==> config.mk <==
export PLATFORM = sky130hd
export DESIGN_NAME = l2_line_protocol_controller
export DESIGN_NICKNAME = d
export VERILOG_FILES = /design/src/hw/rtl/l2lpc_pkg.sv /design/src/hw/rtl/l2lpc_decode.sv /design/src/hw/rtl/l2_line_protocol_controller.sv
export SDC_FILE = /design/constraint.sdc
export NUM_CORES = 1
export LEC_CHECK = 0
export BUFFER_PORTS_ARGS = -buffer_cell sky130_fd_sc_hd__buf_2
export CELL_PAD_IN_SITES_DETAIL_PLACEMENT = 0
export CELL_PAD_IN_SITES_GLOBAL_PLACEMENT = 1
export CORE_MARGIN = 2
export CORE_UTILIZATION = 41
export DETAILED_ROUTE_END_ITERATION = 6
export MAX_ROUTING_LAYER = met4
export PLACE_DENSITY = 0.77
export RECOVER_POWER = 100
export SLEW_MARGIN = 5
export SYNTH_ARGS = -nofsm -noshare
export SYNTH_HDL_FRONTEND = slang
export SYNTH_SLANG_ARGS = --single-unit
==> constraint.sdc <==
create_clock -name clk -period 2.4 [get_ports clk]
set_input_delay 0 -clock clk [delete_from_list [all_inputs] [get_ports clk]]
set_output_delay 0 -clock clk [all_outputs]
set_load 0.02 [all_outputs]
==> src/hw/rtl/l2lpc_pkg.sv <==
`default_nettype none
// ----------------------------------------------------------------------------
// l2lpc_pkg
// Encodings and word types shared by the L2 line protocol controller.
// ----------------------------------------------------------------------------
package l2lpc_pkg;

    // command codes
    localparam logic [2:0] CMD_REPLACE = 3'd0;
    localparam logic [2:0] CMD_IREAD   = 3'd1;
    localparam logic [2:0] CMD_DREAD   = 3'd2;
    localparam logic [2:0] CMD_DWRITE  = 3'd3;
    localparam logic [2:0] CMD_FILL    = 3'd4;
    localparam logic [2:0] CMD_FLUSH   = 3'd5;

    // line states
    localparam logic [2:0] ST_NOT_PRESENT = 3'd0;
    localparam logic [2:0] ST_INVALID     = 3'd1;
    localparam logic [2:0] ST_READ_PEND   = 3'd2;
    localparam logic [2:0] ST_WRITE_PEND  = 3'd3;
    localparam logic [2:0] ST_CLEAN       = 3'd4;
    localparam logic [2:0] ST_DIRTY       = 3'd5;

    // stall codes
    localparam logic [1:0] STALL_NONE   = 2'd0;
    localparam logic [1:0] STALL_POLL   = 2'd1;
    localparam logic [1:0] STALL_EVENT  = 2'd2;
    localparam logic [1:0] STALL_INSERT = 2'd3;

    // data store kinds
    localparam logic [1:0] STORE_NONE      = 2'd0;
    localparam logic [1:0] STORE_WRITE     = 2'd1;
    localparam logic [1:0] STORE_WRITE_VAL = 2'd2;
    localparam logic [1:0] STORE_FILL      = 2'd3;

    // requests toward memory
    localparam logic [1:0] DOWN_NONE      = 2'd0;
    localparam logic [1:0] DOWN_READ      = 2'd1;
    localparam logic [1:0] DOWN_WRITEBACK = 2'd2;

    // hit response targets, also the inclusion bit of each requester
    localparam logic [1:0] RESP_NONE   = 2'd0;
    localparam logic [1:0] RESP_ICACHE = 2'd1;
    localparam logic [1:0] RESP_DCACHE = 2'd2;

    typedef struct packed {
        logic [2:0] command;
        logic [2:0] line_state;
        logic [1:0] inclusion_in;
        logic       can_insert;
        logic       mshr_free;
        logic       mshr_queue_space;
    } l2lpc_req_t;

    typedef struct packed {
        logic [2:0] new_state;
        logic [1:0] stall_code;
        logic       protocol_error;
        logic       insert_line;
        logic       mshr_allocate;
        logic       mshr_enqueue;
        logic       mshr_complete;
        logic [1:0] data_store;
        logic [1:0] send_down;
        logic [1:0] respond_to;
        logic [1:0] invalidate_mask;
        logic [1:0] inclusion_out;
    } l2lpc_rsp_t;

endpackage
`default_nettype wire

==> src/hw/rtl/l2lpc_decode.sv <==
`default_nettype none
// ----------------------------------------------------------------------------
// l2lpc_decode
// Transition table of one L2 line: next state, stall, error and action strobes.
// ----------------------------------------------------------------------------
module l2lpc_decode
    import l2lpc_pkg::*;
(
    input  l2lpc_req_t req,
    output l2lpc_rsp_t rsp
);

    logic       rd;
    logic [1:0] rbit;
    logic [1:0] incl;

    assign rd   = (req.command == CMD_IREAD) || (req.command == CMD_DREAD);
    assign rbit = (req.command == CMD_IREAD) ? RESP_ICACHE : RESP_DCACHE;

    always_comb
    begin
        rsp                 = '0;
        rsp.new_state       = req.line_state;
        rsp.stall_code      = STALL_NONE;
        rsp.data_store      = STORE_NONE;
        rsp.send_down       = DOWN_NONE;
        rsp.respond_to      = RESP_NONE;
        rsp.inclusion_out   = req.inclusion_in;
        incl                = req.inclusion_in;

        if (req.line_state > ST_DIRTY || req.command > CMD_FILL)
        begin
            rsp.protocol_error = 1'b1;
        end
        else
        begin
            case (req.line_state)
                ST_NOT_PRESENT, ST_INVALID:
                begin
                    if (req.command == CMD_REPLACE)
                    begin
                        // nothing to drop
                    end
                    else if (req.command == CMD_FILL)
                    begin
                        rsp.protocol_error = 1'b1;
                    end
                    else if (req.line_state == ST_NOT_PRESENT && !req.can_insert)
                    begin
                        rsp.stall_code = STALL_INSERT;
                    end
                    else if (!req.mshr_free)
                    begin
                        rsp.stall_code = STALL_EVENT;
                    end
                    else if (rd && !req.mshr_queue_space)
                    begin
                        rsp.stall_code = STALL_POLL;
                    end
                    else
                    begin
                        // fresh frame starts with no inclusion bits
                        if (req.line_state == ST_NOT_PRESENT)
                        begin
                            rsp.insert_line = 1'b1;
                            incl            = 2'b00;
                        end
                        rsp.mshr_allocate = 1'b1;
                        rsp.send_down     = DOWN_READ;
                        if (rd)
                        begin
                            rsp.mshr_enqueue  = 1'b1;
                            rsp.inclusion_out = incl | rbit;
                            rsp.new_state     = ST_READ_PEND;
                        end
                        else
                        begin
                            rsp.data_store    = STORE_WRITE_VAL;
                            rsp.inclusion_out = incl;
                            rsp.new_state     = ST_WRITE_PEND;
                        end
                    end
                end
                ST_READ_PEND, ST_WRITE_PEND:
                begin
                    if (rd)
                    begin
                        if (!req.mshr_queue_space)
                        begin
                            rsp.stall_code = STALL_POLL;
                        end
                        else
                        begin
                            rsp.mshr_enqueue  = 1'b1;
                            rsp.inclusion_out = req.inclusion_in | rbit;
                        end
                    end
                    else if (req.command == CMD_DWRITE)
                    begin
                        rsp.data_store = STORE_WRITE_VAL;
                        rsp.new_state  = ST_WRITE_PEND;
                    end
                    else if (req.command == CMD_FILL)
                    begin
                        rsp.data_store    = STORE_FILL;
                        rsp.mshr_complete = 1'b1;
                        rsp.new_state     = (req.line_state == ST_READ_PEND) ?
                                            ST_CLEAN : ST_DIRTY;
                    end
                    else
                    begin
                        // replace must wait for the fill
                        rsp.stall_code = STALL_EVENT;
                    end
                end
                default:
                begin
                    // clean or dirty
                    if (rd)
                    begin
                        rsp.respond_to    = rbit;
                        rsp.inclusion_out = req.inclusion_in | rbit;
                    end
                    else if (req.command == CMD_DWRITE)
                    begin
                        rsp.data_store      = STORE_WRITE;
                        rsp.invalidate_mask = req.inclusion_in & RESP_ICACHE;
                        rsp.new_state       = ST_DIRTY;
                    end
                    else if (req.command == CMD_FILL)
                    begin
                        rsp.protocol_error = 1'b1;
                    end
                    else
                    begin
                        rsp.invalidate_mask = req.inclusion_in;
                        rsp.inclusion_out   = 2'b00;
                        if (req.line_state == ST_DIRTY)
                        begin
                            rsp.send_down = DOWN_WRITEBACK;
                        end
                        rsp.new_state = ST_INVALID;
                    end
                end
            endcase
        end
    end

endmodule
`default_nettype wire

==> src/hw/rtl/l2_line_protocol_controller.sv <==
`default_nettype none
// ----------------------------------------------------------------------------
// l2_line_protocol_controller
// Per-line state transition of a writeback L2 with icache/dcache inclusion.
// ----------------------------------------------------------------------------
// Timing: a word taken into the input register passes the decode table into the
// result register and shows on the result ports with done high; one word is taken every cycle.
// The path is input register, decode table, result register; busy stays low.
// The receiver cannot stall: each result is on the ports for one cycle only.
// Reset (rst_n low, asynchronous) drops all words in flight; no result follows.
module l2_line_protocol_controller
    import l2lpc_pkg::*;
(
    input  wire logic       clk,
    input  wire logic       rst_n,
    input  wire logic       start,
    output logic            busy,
    input  wire logic [2:0] command,
    input  wire logic [2:0] line_state,
    input  wire logic [1:0] inclusion_in,
    input  wire logic       can_insert,
    input  wire logic       mshr_free,
    input  wire logic       mshr_queue_space,
    output logic            done,
    output logic [2:0]      new_state,
    output logic [1:0]      stall_code,
    output logic            protocol_error,
    output logic            insert_line,
    output logic            mshr_allocate,
    output logic            mshr_enqueue,
    output logic            mshr_complete,
    output logic [1:0]      data_store,
    output logic [1:0]      send_down,
    output logic [1:0]      respond_to,
    output logic [1:0]      invalidate_mask,
    output logic [1:0]      inclusion_out
);

    l2lpc_req_t req_reg;
    logic       req_valid_reg;
    l2lpc_rsp_t rsp_next;
    l2lpc_rsp_t rsp_reg;
    logic       rsp_valid_reg;
    logic       accept;

    assign busy   = 1'b0;
    assign accept = start && !busy;

    always_ff @(posedge clk or negedge rst_n)
    begin
        if (!rst_n)
        begin
            req_valid_reg <= 1'b0;
            rsp_valid_reg <= 1'b0;
        end
        else
        begin
            req_valid_reg <= accept;
            rsp_valid_reg <= req_valid_reg;
        end
    end

    always_ff @(posedge clk)
    begin
        if (accept)
        begin
            req_reg.command          <= command;
            req_reg.line_state       <= line_state;
            req_reg.inclusion_in     <= inclusion_in;
            req_reg.can_insert       <= can_insert;
            req_reg.mshr_free        <= mshr_free;
            req_reg.mshr_queue_space <= mshr_queue_space;
        end
        if (req_valid_reg)
        begin
            rsp_reg <= rsp_next;
        end
    end

    l2lpc_decode u_decode
    (
        .req (req_reg),
        .rsp (rsp_next)
    );

    assign done            = rsp_valid_reg;
    assign new_state       = rsp_reg.new_state;
    assign stall_code      = rsp_reg.stall_code;
    assign protocol_error  = rsp_reg.protocol_error;
    assign insert_line     = rsp_reg.insert_line;
    assign mshr_allocate   = rsp_reg.mshr_allocate;
    assign mshr_enqueue    = rsp_reg.mshr_enqueue;
    assign mshr_complete   = rsp_reg.mshr_complete;
    assign data_store      = rsp_reg.data_store;
    assign send_down       = rsp_reg.send_down;
    assign respond_to      = rsp_reg.respond_to;
    assign invalidate_mask = rsp_reg.invalidate_mask;
    assign inclusion_out   = rsp_reg.inclusion_out;

    // a result only follows a word taken through the input and result registers
    a_done_follows_start: assert property (@(posedge clk) disable iff (!rst_n)
        done |-> $past(start, 2))
        else $error("result without a word taken");

    // a stall keeps the line where it was
    a_stall_holds_state: assert property (@(posedge clk) disable iff (!rst_n)
        (done && stall_code != STALL_NONE) |-> new_state == $past(line_state, 2))
        else $error("stall changed the line state");

    // a protocol error (illegal command or state) fires no action
    a_error_quiet: assert property (@(posedge clk) disable iff (!rst_n)
        (done && protocol_error) |-> (!insert_line && !mshr_allocate &&
        !mshr_enqueue && !mshr_complete && stall_code == STALL_NONE &&
        data_store == STORE_NONE && send_down == DOWN_NONE))
        else $error("action strobe on protocol error");

    // a fresh frame holds at most the requester's inclusion bit
    a_insert_incl: assert property (@(posedge clk) disable iff (!rst_n)
        (done && insert_line) |-> $countones(inclusion_out) <= 1)
        else $error("stale inclusion bits on insert");

endmodule
`default_nettype wire
==> impl_metrics.ini <==
[critical_path]
cp-end-kind = register
worst-path-buf-inv = 0
path_class = register to register
arrival_ps = 2050
cp_cell_sequence = o41a_1, o311ai_0, a221oi_1, o21ai_0
cp.required_ps = 2480
cpPeakStageDelay_ps = 670
startpoint_type = register
cp_max_fo = 16
crit_slowest_cell = edfxtp_1
crit_family = compound AO/OA/AOI/OAI gates

[synthesis]
syn_nets = 132
synthArstFlopShare = 0.0606
synthCells = 118
seq_area_frac_synth = 0.654
synth_seq_cells = 33
ys_types = 43
synth_edf_count = 31
avgSynthCellArea_um2 = 12.7
syn-cell-area_mm2 = 0.00150
synth_ff_type = edfxtp_1
yosysWarnings = 0

[floorplan]
num_rows = 21
dieArea_mm2 = 0.00416
start_util = 0.439
ios = 36
fp.dieH_um = 64.5
coreArea_mm2 = 0.00342
dieWidth_um = 64.5

[pwr]
peakVddDrop_mv = 0.361
power.density_mw_per_mm2 = 647
cellLeakagePower_nw = 0.657

[cts]
numCtsBuffers = 5
htree_num_levels = 2
cts_tree = yes
path_clk_slew_ps = 90
clk_latency_ps = 330
cts_buffer_depth = 2
post_cts_buffers = 0
cts.sinks = 33
cts-root-buf = clkbuf_4

[run]
drv_cap = 0

[grt]
first_global_vias = 1114
grt_use_met2 = 0.288
grtUsageTotal = 0.173
grt_pass1_wl_mm = 5.13
use_met1 = 0.194
use_met3 = 0.0556
grt_start_max_net_pins = 22
grt.overflow.total = 0
grt-busiest-layer = met2
antenna_found_initial = 0

[timing]
tns_ps = 0
max_freq_ghz = 0.510
worst_slack_ps = 437
hold_viol = 0
final-max-slew-violation-count = 0
rsz0062_at_grt = no
post-route-period-util = 0.818
max_slew.worst_pin.slew_ps = 859
slew_headroom = 0.427
setup_viol = 0
skew_ps = 5.86
fin_crit_ps = 1960

[place]
dpl.hpwl_mm = 2.08
place_ws_ps = 534
io_buffer_count = 34
postPlaceCellArea_mm2 = 0.00169
gp_congestion = 0.906
place_inst = 190

[route]
vias = 1137
wl_per_cell_um = 14.8
routed_wl_mm = 3.13
drc = 0
drtAntennaViolNets = 0
viasPerCell = 5.39
firstDrtPassIters = 4
dr.first_iter.drc_count = 38

[finish]
layout-drive-gt1-share = 0.121
stdcell_count = 211
final_nets = 179
postLayoutCellArea_mm2 = 0.00184
area_growth_pct = 22.9
diodes = 0
fillers = 323
regArea_um2 = 981
fin_util = 0.539
multi_input_area_um2 = 457
largest_register_ffs = 11

[status]
status = finished clean

[min_path]
hp-class = primary input to register
layout make-up:
cell class / count / share of cell area
clock buffers: 6 / 0.0224
inverters: 2 / 0.00408
well taps: 46 / 0.0312
flip-flops and latches: 33 / 0.533
repair buffers: 50 / 0.160
multi-input cells: 73 / 0.248
clock inverters: 1 / 0.00204
Yosys cell counts, types with 3 or more instances:
cell / n / area share
edfxtp_1: 31 / 0.62
a21oi_1: 9 / 0.030
nand2_1: 8 / 0.020
nor2_1: 6 / 0.015
and3_1: 5 / 0.021
clkbuf_1: 5 / 0.013
nor3_1: 5 / 0.017
o21ai_0: 5 / 0.017
or3_1: 3 / 0.013
what timing repair did:
action	CTS	global route
endpoints found under the hold margin	14	0
gates resized for setup	0	0
hold buffers	14	0
per-layer routing:
| metal | vias to the layer above | share of wire |
|---|---|---|
| li1 | 553 | - |
| met1 | 535 | 0.41 |
| met2 | 47 | 0.53 |
| met3 | 2 | 0.063 |
| met4 | 0 | 0.0026 |
| met5 | - | 0 |
kinds of logic (layout without fill, tap and decap cells):
group / count (synthesis) / in the layout / share of synthesized area
compound gates: 33 / 33 / 0.158
xor+xnor: 1 / 1 / 0.00584
simple gates: 38 / 38 / 0.139
buf+inv: 12 / 59 / 0.0409
other cells: 1 / 1 / 0.00250
flops: 33 / 33 / 0.654
through the flow:
step / power, mW / hold slack (ps)
2_1_floorplan: 0.857 / -296
3_5_place_dp: 0.924 / -212
6_report: 1.19 / 380
5_1_grt: 1.26 / 361
4_1_cts: 1.21 / 359
3_3_place_gp: 0.918 / -215
worst paths after layout:
| check | depth (start not counted) | startpoint | to | slack (ps) |
|---|---|---|---|---|
| worst max register to register | 4 | req_reg[6]$_DFFE_PP_ | inclusion_out[0]$_DFFE_PP_ | 440 |
| min in group asynchronous | 3 | rst_n | done$_DFF_PN0_ | 510 |
| max in group asynchronous | 3 | rst_n | req_valid_reg$_DFF_PN0_ | 1770 |
| worst min-delay path | 2 | line_state[1] | req_reg[6]$_DFFE_PP_ | 380 |
| worst min register to register | 1 | req_reg[4]$_DFFE_PP_ | invalidate_mask[1]$_SDFFCE_PP0P_ | 690 |
| worst max-delay path | 4 | req_reg[6]$_DFFE_PP_ | inclusion_out[0]$_DFFE_PP_ | 440 |
cell usage in the layout (no fill, tap or decap), drive strengths merged, types with 2 or more instances in the layout:
cell type	netlist	routed
edfxtp	31	31
clkbuf	5	30
dlygate4sd3	0	14
buf	5	12
a21oi	9	9
nand2	8	8
nor2	6	6
nor3	5	5
o21ai	5	5
and3	5	5
or3	4	4
a221oi	3	3
clkinv	1	2
nor2b	2	2
o211ai	2	2
nand3	2	2
o311a	2	2
dfrtp	2	2
power breakdown:
part | switching, mW | leakage (nW) | total [mW] | internal [mW]
clock | 0.166 | 0.0258 | 0.272 | 0.106
combinational | 0.113 | 0.309 | 0.186 | 0.0728
sequential | 0.0501 | 0.323 | 0.733 | 0.683
total | 0.329 | 0.657 | 1.19 | 0.862
Power figures use the tool's default switching activity.
